[src/rtl/core/date_range_day_span_tracker_defines.svh]
// Assertion macros for the date span tracker.
// Used by the queue and the back end; needs clk and arst_n in scope.
`ifndef DATE_RANGE_DAY_SPAN_TRACKER_DEFINES_SVH
`define DATE_RANGE_DAY_SPAN_TRACKER_DEFINES_SVH
`ifndef SYNTHESIS
`define DRT_ASSERT(lbl, prop) \
	lbl: assert property (@(posedge clk) disable iff (!arst_n) (prop)) \
		else $error("date span tracker: assertion failed");
`define DRT_ASSERT_NEXT(lbl, pre, post) \
	lbl: assert property (@(posedge clk) disable iff (!arst_n) (pre) |=> (post)) \
		else $error("date span tracker: assertion failed");
`else
`define DRT_ASSERT(lbl, prop)
`define DRT_ASSERT_NEXT(lbl, pre, post)
`endif
`endif

[src/rtl/core/drt_pkg.sv]
// Shared types and tables for the date span tracker.
// No dependencies; imported by every module of the block.
`default_nettype none
package drt_pkg;

	localparam int DAY_W   = 5;
	localparam int MONTH_W = 4;
	localparam int YEAR_W  = 14;
	localparam int NUM_W   = 22;

	// One classified date travelling from the front end to the back end.
	typedef struct packed {
		logic [DAY_W-1:0]   day;
		logic [MONTH_W-1:0] month;
		logic [YEAR_W-1:0]  year;
		logic               first_date;
		logic               ok;
		logic [NUM_W-1:0]   number;
	} entry_t;

	// Days in the year before the first of the given month (non-leap year).
	function automatic logic [8:0] days_before(input logic [MONTH_W-1:0] m);
		logic [8:0] r;
		case (m)
			4'd1:    r = 9'd0;
			4'd2:    r = 9'd31;
			4'd3:    r = 9'd59;
			4'd4:    r = 9'd90;
			4'd5:    r = 9'd120;
			4'd6:    r = 9'd151;
			4'd7:    r = 9'd181;
			4'd8:    r = 9'd212;
			4'd9:    r = 9'd243;
			4'd10:   r = 9'd273;
			4'd11:   r = 9'd304;
			4'd12:   r = 9'd334;
			default: r = 9'd0;
		endcase
		return r;
	endfunction

endpackage
`default_nettype wire

[src/rtl/core/drt_front.sv]
// Front end: accepts dates, checks them and computes their day numbers.
// Two pipeline stages; depends on drt_pkg.
`default_nettype none
module drt_front (
	input  logic                        clk,
	input  logic                        arst_n,
	input  logic                        in_valid,
	output logic                        in_ready,
	input  logic [drt_pkg::DAY_W-1:0]   day,
	input  logic [drt_pkg::MONTH_W-1:0] month,
	input  logic [drt_pkg::YEAR_W-1:0]  year,
	input  logic                        first_date,
	output logic                        push_valid,
	input  logic                        push_ready,
	output drt_pkg::entry_t             push_data
);
	import drt_pkg::*;

	// floor(y / 100) == (y * 5243) >> 19 for every 14-bit y
	localparam logic [12:0] RECIP_100 = 13'd5243;
	localparam int          RECIP_SH  = 19;
	localparam int          PROD_W    = YEAR_W + 13;
	localparam int          Q_W       = 8;
	localparam logic [YEAR_W-1:0] YEAR_MAX = 14'd9999;
	localparam logic [MONTH_W-1:0] MONTH_FEB = 4'd2;
	localparam logic [MONTH_W-1:0] MONTH_DEC = 4'd12;
	localparam logic [DAY_W-1:0] LEN_LEAP_FEB = 5'd29;
	localparam logic [DAY_W-1:0] LEN_FEB      = 5'd28;
	localparam logic [DAY_W-1:0] LEN_SHORT    = 5'd30;
	localparam logic [DAY_W-1:0] LEN_LONG     = 5'd31;

	logic                en;
	logic [PROD_W-1:0]   prod;

	logic                v_s1;
	logic [DAY_W-1:0]    day_s1;
	logic [MONTH_W-1:0]  month_s1;
	logic [YEAR_W-1:0]   year_s1;
	logic                first_s1;
	logic [Q_W-1:0]      q100_s1;

	logic [YEAR_W-1:0]   rem100;
	logic                rem_zero;
	logic                leap;
	logic [DAY_W-1:0]    mlen;
	logic                ok;
	logic [YEAR_W-1:0]   p;
	logic [Q_W-1:0]      p100;
	logic [NUM_W-1:0]    base;

	logic                v_s2;
	logic [DAY_W-1:0]    day_s2;
	logic [MONTH_W-1:0]  month_s2;
	logic [YEAR_W-1:0]   year_s2;
	logic                first_s2;
	logic                ok_s2;
	logic                leap_add_s2;
	logic [NUM_W-1:0]    base_s2;

	// hold the whole pipe while the queue refuses the last stage
	assign en       = !v_s2 || push_ready;
	assign in_ready = en;

	assign prod = PROD_W'(year) * PROD_W'(RECIP_100);

	always_ff @(posedge clk or negedge arst_n) begin
		if (!arst_n) begin
			v_s1 <= 1'b0;
			v_s2 <= 1'b0;
		end else if (en) begin
			v_s1 <= in_valid;
			v_s2 <= v_s1;
		end
	end

	always_ff @(posedge clk) begin
		if (en) begin
			day_s1      <= day;
			month_s1    <= month;
			year_s1     <= year;
			first_s1    <= first_date;
			q100_s1     <= prod[RECIP_SH +: Q_W];
			day_s2      <= day_s1;
			month_s2    <= month_s1;
			year_s2     <= year_s1;
			first_s2    <= first_s1;
			ok_s2       <= ok;
			leap_add_s2 <= leap && (month_s1 > MONTH_FEB);
			base_s2     <= base;
		end
	end

	always_comb begin
		rem100   = year_s1 - ({{(YEAR_W-Q_W){1'b0}}, q100_s1} * 14'd100);
		rem_zero = (rem100 == '0);
		leap     = (!rem_zero && (year_s1[1:0] == 2'b00)) ||
		           (rem_zero && (q100_s1[1:0] == 2'b00));
		case (month_s1)
			4'd2:    mlen = leap ? LEN_LEAP_FEB : LEN_FEB;
			4'd4,
			4'd6,
			4'd9,
			4'd11:   mlen = LEN_SHORT;
			default: mlen = LEN_LONG;
		endcase
		ok = (year_s1 != '0) && (year_s1 <= YEAR_MAX) &&
		     (month_s1 != '0) && (month_s1 <= MONTH_DEC) &&
		     (day_s1 != '0) && (day_s1 <= mlen);
		// days before 1 Jan of this year: p = y - 1, (y-1)/100 from y/100
		p    = year_s1 - 14'd1;
		p100 = q100_s1 - Q_W'(rem_zero);
		base = NUM_W'(p) * NUM_W'(365) + NUM_W'(p[YEAR_W-1:2]) - NUM_W'(p100)
		     + NUM_W'(p100[Q_W-1:2]);
	end

	assign push_valid           = v_s2;
	assign push_data.day        = day_s2;
	assign push_data.month      = month_s2;
	assign push_data.year       = year_s2;
	assign push_data.first_date = first_s2;
	assign push_data.ok         = ok_s2;
	assign push_data.number     = base_s2 + NUM_W'(days_before(month_s2))
	                            + NUM_W'(leap_add_s2) + NUM_W'(day_s2);

endmodule
`default_nettype wire

[src/rtl/core/drt_fifo.sv]
// Short queue between front end and back end.
// Register array with read and write pointers; depends on drt_pkg.
`default_nettype none
`include "date_range_day_span_tracker_defines.svh"
module drt_fifo #(
	parameter int DEPTH = 2
) (
	input  logic            clk,
	input  logic            arst_n,
	input  logic            push_valid,
	output logic            push_ready,
	input  drt_pkg::entry_t push_data,
	output logic            pop_valid,
	input  logic            pop_ready,
	output drt_pkg::entry_t pop_data
);
	import drt_pkg::*;

	localparam int IDX_W = (DEPTH > 1) ? $clog2(DEPTH) : 1;
	localparam int CNT_W = $clog2(DEPTH + 1);

	entry_t           mem_q [DEPTH];
	logic [IDX_W-1:0] wr_q;
	logic [IDX_W-1:0] rd_q;
	logic [CNT_W-1:0] count_q;
	logic             push;
	logic             pop;

	assign push_ready = (count_q != CNT_W'(DEPTH));
	assign pop_valid  = (count_q != '0);
	assign push       = push_valid && push_ready;
	assign pop        = pop_valid && pop_ready;
	assign pop_data   = mem_q[rd_q];

	always_ff @(posedge clk or negedge arst_n) begin
		if (!arst_n) begin
			wr_q    <= '0;
			rd_q    <= '0;
			count_q <= '0;
		end else begin
			if (push) begin
				wr_q <= (wr_q == IDX_W'(DEPTH - 1)) ? '0 : wr_q + 1'b1;
			end
			if (pop) begin
				rd_q <= (rd_q == IDX_W'(DEPTH - 1)) ? '0 : rd_q + 1'b1;
			end
			if (push && !pop) begin
				count_q <= count_q + 1'b1;
			end else if (pop && !push) begin
				count_q <= count_q - 1'b1;
			end
		end
	end

	always_ff @(posedge clk) begin
		if (push) begin
			mem_q[wr_q] <= push_data;
		end
	end

	`DRT_ASSERT(a_count_bound, count_q <= CNT_W'(DEPTH))
	`DRT_ASSERT_NEXT(a_count_up, push && !pop, count_q == $past(count_q) + 1'b1)
	`DRT_ASSERT_NEXT(a_count_down, pop && !push, count_q == $past(count_q) - 1'b1)

endmodule
`default_nettype wire

[src/rtl/core/drt_back.sv]
// Back end: folds classified dates into the oldest/newest set and
// presents the result. State registers double as the output register.
`default_nettype none
`include "date_range_day_span_tracker_defines.svh"
module drt_back (
	input  logic                        clk,
	input  logic                        arst_n,
	input  logic                        pop_valid,
	output logic                        pop_ready,
	input  drt_pkg::entry_t             pop_data,
	output logic                        out_valid,
	input  logic                        out_ready,
	output logic                        date_ok,
	output logic [drt_pkg::DAY_W-1:0]   oldest_day,
	output logic [drt_pkg::MONTH_W-1:0] oldest_month,
	output logic [drt_pkg::YEAR_W-1:0]  oldest_year,
	output logic [drt_pkg::DAY_W-1:0]   newest_day,
	output logic [drt_pkg::MONTH_W-1:0] newest_month,
	output logic [drt_pkg::YEAR_W-1:0]  newest_year,
	output logic [drt_pkg::NUM_W-1:0]   span_days
);
	import drt_pkg::*;

	logic               out_valid_q;
	logic               date_ok_q;
	logic               have_any_q;
	logic [DAY_W-1:0]   low_day_q;
	logic [MONTH_W-1:0] low_month_q;
	logic [YEAR_W-1:0]  low_year_q;
	logic [DAY_W-1:0]   high_day_q;
	logic [MONTH_W-1:0] high_month_q;
	logic [YEAR_W-1:0]  high_year_q;
	logic [NUM_W-1:0]   low_number_q;
	logic [NUM_W-1:0]   high_number_q;
	logic               pop;
	logic               restart;

	// take the next entry only once the current result is gone
	assign pop_ready = !out_valid_q || out_ready;
	assign pop       = pop_valid && pop_ready;
	assign restart   = pop_data.first_date || !have_any_q;

	always_ff @(posedge clk or negedge arst_n) begin
		if (!arst_n) begin
			out_valid_q   <= 1'b0;
			date_ok_q     <= 1'b0;
			have_any_q    <= 1'b0;
			low_day_q     <= '0;
			low_month_q   <= '0;
			low_year_q    <= '0;
			high_day_q    <= '0;
			high_month_q  <= '0;
			high_year_q   <= '0;
			low_number_q  <= '0;
			high_number_q <= '0;
		end else if (pop) begin
			out_valid_q <= 1'b1;
			date_ok_q   <= pop_data.ok;
			if (pop_data.ok) begin
				have_any_q <= 1'b1;
				if (restart || (pop_data.number < low_number_q)) begin
					low_day_q    <= pop_data.day;
					low_month_q  <= pop_data.month;
					low_year_q   <= pop_data.year;
					low_number_q <= pop_data.number;
				end
				if (restart || (pop_data.number > high_number_q)) begin
					high_day_q    <= pop_data.day;
					high_month_q  <= pop_data.month;
					high_year_q   <= pop_data.year;
					high_number_q <= pop_data.number;
				end
			end else if (pop_data.first_date) begin
				// drop the set
				have_any_q    <= 1'b0;
				low_day_q     <= '0;
				low_month_q   <= '0;
				low_year_q    <= '0;
				high_day_q    <= '0;
				high_month_q  <= '0;
				high_year_q   <= '0;
				low_number_q  <= '0;
				high_number_q <= '0;
			end
		end else if (out_ready) begin
			out_valid_q <= 1'b0;
		end
	end

	assign out_valid    = out_valid_q;
	assign date_ok      = date_ok_q;
	assign oldest_day   = low_day_q;
	assign oldest_month = low_month_q;
	assign oldest_year  = low_year_q;
	assign newest_day   = high_day_q;
	assign newest_month = high_month_q;
	assign newest_year  = high_year_q;
	assign span_days    = high_number_q - low_number_q;

	`DRT_ASSERT(a_empty_zero, have_any_q || ((low_number_q == '0) && (high_number_q == '0)))
	`DRT_ASSERT(a_order, low_number_q <= high_number_q)
	`DRT_ASSERT_NEXT(a_hold_stalled, out_valid_q && !out_ready,
		$stable(low_number_q) && $stable(high_number_q) && $stable(date_ok_q))

endmodule
`default_nettype wire

[src/rtl/core/date_range_day_span_tracker.sv]
// Date span tracker: one Gregorian date in, one result out per date.
// Input channel: in_valid/in_ready with day, month, year and first_date.
//   first_date starts a new set; an invalid date with it empties the set.
// Output channel: out_valid/out_ready with date_ok, the oldest and newest
//   dates of the set and span_days, the day count between them.
// Throughput: one date per cycle while out_ready stays high. The limit is the
//   back end's compare-and-select on the stored oldest/newest day numbers.
// Path: an accepted date passes the two front stages, one queue slot and
//   the output register before its result is valid.
// Reset (arst_n low) empties the set and the queue; no item is in flight.
// When out_ready is low the result holds, the queue fills, and once the
//   front stages are blocked in_ready drops until the receiver resumes.
// QUEUE_DEPTH sets the entries between front and back end (2 or more).
`default_nettype none
module date_range_day_span_tracker #(
	parameter int QUEUE_DEPTH = 2
) (
	input  logic                        clk,
	input  logic                        arst_n,
	input  logic                        in_valid,
	output logic                        in_ready,
	input  logic [drt_pkg::DAY_W-1:0]   day,
	input  logic [drt_pkg::MONTH_W-1:0] month,
	input  logic [drt_pkg::YEAR_W-1:0]  year,
	input  logic                        first_date,
	output logic                        out_valid,
	input  logic                        out_ready,
	output logic                        date_ok,
	output logic [drt_pkg::DAY_W-1:0]   oldest_day,
	output logic [drt_pkg::MONTH_W-1:0] oldest_month,
	output logic [drt_pkg::YEAR_W-1:0]  oldest_year,
	output logic [drt_pkg::DAY_W-1:0]   newest_day,
	output logic [drt_pkg::MONTH_W-1:0] newest_month,
	output logic [drt_pkg::YEAR_W-1:0]  newest_year,
	output logic [drt_pkg::NUM_W-1:0]   span_days
);
	import drt_pkg::*;

	logic   push_valid;
	logic   push_ready;
	entry_t push_data;
	logic   pop_valid;
	logic   pop_ready;
	entry_t pop_data;

	drt_front u_front (
		.clk        (clk),
		.arst_n     (arst_n),
		.in_valid   (in_valid),
		.in_ready   (in_ready),
		.day        (day),
		.month      (month),
		.year       (year),
		.first_date (first_date),
		.push_valid (push_valid),
		.push_ready (push_ready),
		.push_data  (push_data)
	);

	drt_fifo #(
		.DEPTH (QUEUE_DEPTH)
	) u_fifo (
		.clk        (clk),
		.arst_n     (arst_n),
		.push_valid (push_valid),
		.push_ready (push_ready),
		.push_data  (push_data),
		.pop_valid  (pop_valid),
		.pop_ready  (pop_ready),
		.pop_data   (pop_data)
	);

	drt_back u_back (
		.clk          (clk),
		.arst_n       (arst_n),
		.pop_valid    (pop_valid),
		.pop_ready    (pop_ready),
		.pop_data     (pop_data),
		.out_valid    (out_valid),
		.out_ready    (out_ready),
		.date_ok      (date_ok),
		.oldest_day   (oldest_day),
		.oldest_month (oldest_month),
		.oldest_year  (oldest_year),
		.newest_day   (newest_day),
		.newest_month (newest_month),
		.newest_year  (newest_year),
		.span_days    (span_days)
	);

endmodule
`default_nettype wire

[config.mk]
export PLATFORM = sky130hd
export DESIGN_NAME = date_range_day_span_tracker
export DESIGN_NICKNAME = d
export VERILOG_FILES = /design/src/rtl/core/drt_pkg.sv /design/src/rtl/core/drt_front.sv /design/src/rtl/core/drt_fifo.sv /design/src/rtl/core/drt_back.sv /design/src/rtl/core/date_range_day_span_tracker.sv
export VERILOG_INCLUDE_DIRS = /design/src /design/src/rtl/core
export SDC_FILE = /design/constraint.sdc
export NUM_CORES = 1
export LEC_CHECK = 0
export ABC_AREA = 1
export BUFFER_PORTS_ARGS = -buffer_cell sky130_fd_sc_hd__buf_2
export CORE_UTILIZATION = 69
export DETAILED_ROUTE_END_ITERATION = 10
export PLACE_DENSITY = 0.86
export SETUP_SLACK_MARGIN = 0.2
export SKIP_CTS_REPAIR_TIMING = 1
export SLEW_MARGIN = 20
export SYNTH_ARGS = -nofsm -noshare
export SYNTH_HDL_FRONTEND = slang
export SYNTH_SLANG_ARGS = --single-unit
[constraint.sdc]
create_clock -name clk -period 21.1 [get_ports clk]
set_input_delay 2.11 -clock clk [delete_from_list [all_inputs] [get_ports clk]]
set_output_delay 2.11 -clock clk [all_outputs]
set_load 0.03 [all_outputs]
After elaboration in Yosys (flattened, before gate mapping)
Memory sizes are Yosys's and may differ from the RTL's. A register that Yosys moved wholly into a read port is not among the register bits.
Cells that the tools add are included.
- logic and storage cells: 132
- output and inout bits: 71
- register bits: 179
- bits in writable memories: 94
- ROM bits: 144
- memories: 2
- memory list (memory ; depth ; bits a word ; rd ports ; clocked after memory_dff ; wr ports ; RTL line ; RTL):
    (name not given) ; 16 ; 9 ; 1 ; 1 ; 0 ; drt_pkg.sv:24 ; case (m)
    u_fifo.mem_q ; 2 ; 47 ; 1 ; 0 ; 1 ; drt_fifo.sv:22 ; entry_t mem_q [DEPTH];
- multiply operators: 3
- add/subtract/negate cells: 14
- multiplexer cells: 33
- $lt $le $gt $ge: 6
- equality and inequality tests: 8
- reduce and logical (&&, ||, !) cells: 38
- operators with widths (operator ; count):
    22-bit 2-to-1 mux ; 5
    14-bit 2-to-1 mux ; 5
    14-bit by 13-bit multiplier with 27-bit output, second input constant ; 1
    5-bit 2-to-1 mux ; 5
    4-bit 2-to-1 mux ; 6
    22-bit by 1-bit adder with 22-bit output ; 1
    22-bit by 12-bit adder with 22-bit output ; 1
    22-bit by 5-bit adder with 22-bit output ; 1
    22-bit by 6-bit adder with 22-bit output ; 1
    22-bit by 9-bit adder with 22-bit output ; 1
    22-bit greater-than comparator ; 1
    22-bit < comparator ; 1
    14-bit by 9-bit multiplier with 22-bit output, second input constant ; 1
    22-bit subtractor ; 1
    22-bit by 8-bit subtractor with 22-bit output ; 1
    14-bit <= comparator, second input constant ; 1
    14-bit logical NOT ; 1
    14-bit nonzero test ; 1
    14-bit by 1-bit subtractor with 14-bit output, second input constant ; 1
    14-bit subtractor ; 1
    1-bit logical AND ; 12
    8-bit by 5-bit multiplier with 12-bit output, second input constant ; 1
    5-bit case mux with 2 select lines ; 1
    1-bit 2-to-1 mux ; 9
    21 further kinds ; 42

Longest topological paths before layout
- word-level depth: 10
- mapped depth: 43
- mapped depth without buffers: 43

By module
A second synthesis with hierarchy kept.
- cell total of the unflattened synthesis: 2576
- area total of the unflattened synthesis: 23312.4 µm²
- modules (own cells, without submodules) (module ; cells each ; instances ; area an instance (µm²)):
    drt_front ; 1402 ; 1 ; 12902.4
    drt_back ; 900 ; 1 ; 6780.3
    drt_fifo ; 274 ; 1 ; 3629.7

Worst setup path after synthesis
No wires, ideal clock.
- path kind: reg-to-reg
- start point: register u_front.q100_s1[2]
- end point: register u_front.base_s2[15], data pin
- data required time: 20.838 ns
- setup slack: 13.364 ns
- period minus slack after synthesis: 7.736 ns
- arrival time: 7.474 ns
- stages on the path, launching flop included: 43
- path buffers: 0
- path through: edfxtp_1 > inv_1 > ha_1 > ha_1 > fa_1 > ha_1 > nand2_1 > o21ai_0 > nand2_1 > nand2_1 > a21oi_1 > xor2_1 > ha_1 > nand2_1 > nor2_1 > nand2_1 > a21oi_1 > nor2_1 > [7 not listed] > nand3_1 > xor2_1 > ha_1 > inv_1 > fa_1 > inv_1 > fa_1 > fa_1 > ha_1 > nand2_1 > inv_1 > nand3_1 > nor2_1 > nor2_1 > o21ai_1 > a21oi_1 > o21ai_1 > xor2_1
- longest elaborated chain between the ends: 6
- RTL lines (item ; RTL line ; RTL):
    start, declared ; drt_front.sv:40 ; logic [Q_W-1:0] q100_s1;
    start signal, assigned ; drt_front.sv:82 ; q100_s1 <= prod[RECIP_SH +: Q_W];
    8-bit by 5-bit multiplier with 12-bit output ; drt_front.sv:94 ; rem100 = year_s1 - ({{(YEAR_W-Q_W){1'b0}}, q100_s1} * 14'd100);
    14-bit subtractor ; drt_front.sv:94 ;
    14-bit logical NOT ; drt_front.sv:95 ; rem_zero = (rem100 == '0);
    8-bit by 1-bit subtractor with 8-bit output * ; drt_front.sv:111 ; p100 = q100_s1 - Q_W'(rem_zero);
    22-bit by 8-bit subtractor with 22-bit output ; drt_front.sv:112 ; base = NUM_W'(p) * NUM_W'(365) + NUM_W'(p[YEAR_W-1:2]) - NUM_W'(p100)
    22-bit by 6-bit adder with 22-bit output * ; drt_front.sv:113 ; + NUM_W'(p100[Q_W-1:2]);
    via u_front.base[15] ; drt_front.sv:49 ; logic [NUM_W-1:0] base;
    end signal, assigned ; drt_front.sv:89 ; base_s2 <= base;
    end, declared ; drt_front.sv:58 ; logic [NUM_W-1:0] base_s2;
Mark *: on every way through the listed nets, which the timed path passes. The rest lies on a longest branch.
A chain may end at the register's enable or synchronous reset.

Worst setup path in the final report
- start point: register u_front.q100_s1[2]
- end point: register u_front.base_s2[21], data pin
Same word-level chain as after synthesis.

==> run summary <==
The critical path start-end classification is reg -> reg. The type of the tightest min-delay check is reg -> reg. Setup total negative slack on the finished layout was measured at 0 ns. The worst-path maximum fanout came out at 5.

Of all cell types, the one taking the most synthesized area is edfxtp_1. The final layout contains routed wiring with a total length of 51700 µm. The worst path arrival time came out at 8.99 ns.

Measured against its own limit, the worst slew margin works out to 33.0%. The clock latency on the worst-skew pair came out at 0.55 ns. Counting every instance in the synthesized netlist gives 2443.

The shortest clock period the worst path allows after layout came out at 8.69 ns. The sequential area share after synthesis came out at 34.9%. The ratio of cells with drive above 1 in the final layout is 7.40%. Between clock sinks in the finished design, the worst skew comes to 0.0119 ns.

The number of enable flip-flop cells after synthesis came out at 174. The post-synthesis instance area came out at 0.0226 mm². STA classifies the critical path startpoint as a register. The average cell area after synthesis is 9.24 µm². The detailed-route vias per instance is 5.69. The post-layout net count is 3025. The biggest cell delay along the critical path is 0.53 ns. The routability-driven placement congestion ratio came out at 0.941.

Setup repair after global routing left no endpoint under its margin. For this run, design rule violations remaining after detail routing come to 0. The half-perimeter wire length after detailed placement came out at 40700 µm. The net count of the mapped netlist is 2924. Timing would allow up to 0.115 GHz. In this run the remaining antenna-violating nets after routing total 0. The total inserted antenna cells is 0.

The port buffer count is 98. The CTS H-tree depth came out at 1. The overall die width is 183 µm. The tree is rooted in a clkbuf_16.

The wire length of the first global-routing pass is 84200 µm. The post-route core utilization came out at 76.7%. The via count of the first global-routing pass came out at 17400. The data required time at the worst endpoint is 21.39 ns. The share of flip-flops with an asynchronous set or reset came out at 35.1%.

The largest net degree at the start of global routing is 78. In this run the count of I/O pins placed on the die edge is 99. The vertical die dimension is 183 µm. The post-route fraction of the period consumed by the critical path is 41.2%. The commonest register cell after synthesis is edfxtp_1. The measured slew at the worst slew-check pin came out at 0.995 ns.

The floorplan step defined a core boundary enclosing 0.0319 mm². Across the run, the number of max-cap violations was 0. The starting density of the core came out at 70.8%.

The routed wirelength normalized by instance count is 17.2 µm. The die covers 0.0334 mm². Setup violations remaining at the end of the flow were counted as 0. After the first detailed-routing iteration, the DRC count stood at 1325. The area growth from synthesis to layout is 8.33%. The number of storage elements in the synthesis netlist is 282.

The area share of the largest cell type after synthesis came out at 23.1%. Sorting the synthesized cells by area gives the leading types as edfxtp_1 (23%), ha_1 (17%), fa_1 (13%). Clock-pin slew was measured on the worst setup and hold paths at 0.06 ns. Yosys instantiated no cell more often than nand2_1. The number of distinct library cells after synthesis is 46. Yosys printed 0 warnings.

The element type at the critical path end is a register. The number of max-slew violations in the final report came out at 0. The global-route congestion overflow total came out at 0. The initial antenna violation count came out at 2. The hold violation count in the final report is 0. The flow ran to the end, and the final reports show no timing, DRC or antenna violations. The number of clock buffers added by TritonCTS is 31. The largest individual stage delay along the critical path comes from the cell fa_1. TritonCTS built the clock tree. The via count is 17100.

The combined global-route utilization of all metal layers came out at 31.6%. Ranked by instance count, the synthesized netlist is headed by nand2_1 (524), inv_1 (444), ha_1 (302). The buffer depth of the longest clock path came out at 3. The detailed-router iteration count before antenna repair is 7. The site row count came out at 65.

The tree built by TritonCTS fans out to 282 sinks.
[sequential cells by signal, indices dropped and copies added (netlist names), 2 cells and up, named ones only]
name                  flops
u_front.day_s2            5
u_front.day_s1            5
u_front.year_s1          14
u_fifo.count_q            2
u_back.newest_year       14
u_front.q100_s1           8
u_fifo.mem_q             94
u_back.oldest_day         5
u_front.month_s1          4
u_front.year_s2          14
u_front.month_s2          4
u_back.high_number_q     22
u_back.oldest_year       14
u_front.base_s2          22
u_back.low_number_q      22
u_back.newest_month       4
u_back.oldest_month       4
u_back.newest_day         5
[worst max-delay path: cells and delay by family, from the launching register on]
kind	cells	cell delay (ns)
compound gates	6	1.12
flops	1	0.44
xor+xnor	3	0.56
simple gates	13	1.54
fa+ha+maj	11	4.36
buf+inv	4	0.43
[area by class of cell]
class                   count  area (µm²)
fillers                  2218        7420
well taps                 435         544
flip-flops and latches    282        7880
clock buffers              36         805
multi-input cells        1673       12800
clock inverters            21         180
repair buffers            106         553
inverters                 450        1690
[metrics by stage]
| stage | hold slack [ns] | std cells | cell area (µm²) | setup WS (ns) |
|---|---|---|---|---|
| finish | 0.429 | 3003 | 24500 | 12.41 |
| global route | 0.441 | 3003 | 24500 | 11.69 |
| CTS | 0.430 | 3003 | 24500 | 12.36 |
| detailed placement | 0.414 | 2946 | 23500 | 12.40 |
| global placement | 0.414 | 2946 | 23500 | 12.60 |
| floorplan | 0.400 | 2443 | 22600 | 13.36 |
[cells by family (layout without fill, tap and decap cells)]
kind of cell | Yosys count | in the layout | share of synthesized area (%)
DFF | 282 | 282 | 34.9
xor gates and xnor gates | 97 | 97 | 3.76
and+or+nand+nor | 853 | 853 | 16.0
AOI/OAI and AO/OA | 270 | 270 | 6.75
adders and majority gates | 453 | 453 | 30.1
buffers and inverters | 488 | 613 | 8.46
[worst paths after layout]
kind	to	cells past startpoint	slack [ns]	from
setup / recovery	u_front.base_s2[21]	37	12.41	u_front.q100_s1[2]
min in group asynchronous	u_back.high_number_q[16]	1	1.46	arst_n
hold reg to reg	u_front.first_s2	0	0.43	u_front.first_s1
setup reg to reg	u_front.base_s2[21]	37	12.41	u_front.q100_s1[2]
max in group asynchronous	u_back.oldest_year[7]	2	18.38	arst_n
hold / removal	u_front.first_s2	0	0.43	u_front.first_s1
[layer usage]
| layer | up-vias | routed length, µm | global-route usage [%] |
|---|---|---|---|
| met2 | 636 | 25500 | 55.5 |
| met3 | 107 | 3510 | 3.46 |
| li1 | 8109 | - | - |
| met5 | - | 0 | 0 |
| met4 | 0 | 1210 | 8.97 |
| met1 | 8244 | 21500 | 41.6 |
[cell usage in the layout (no fill, tap or decap), drive strengths merged, types with 13 or more instances in the layout]
cell / instances
nand3: 112
o21ai: 106
clkbuf: 36
nor3: 17
nand3b: 25
clkinv: 13
nand2: 527
fa: 151
xnor2: 32
dfrtp: 99
edfxtp: 174
inv: 454
buf: 106
a21oi: 104
or2: 22
xor2: 65
nor2: 120
ha: 302
nand4: 19
Power is not shown: default switching activity piles up to over one toggle a cycle in this logic, so the estimate is an artifact.
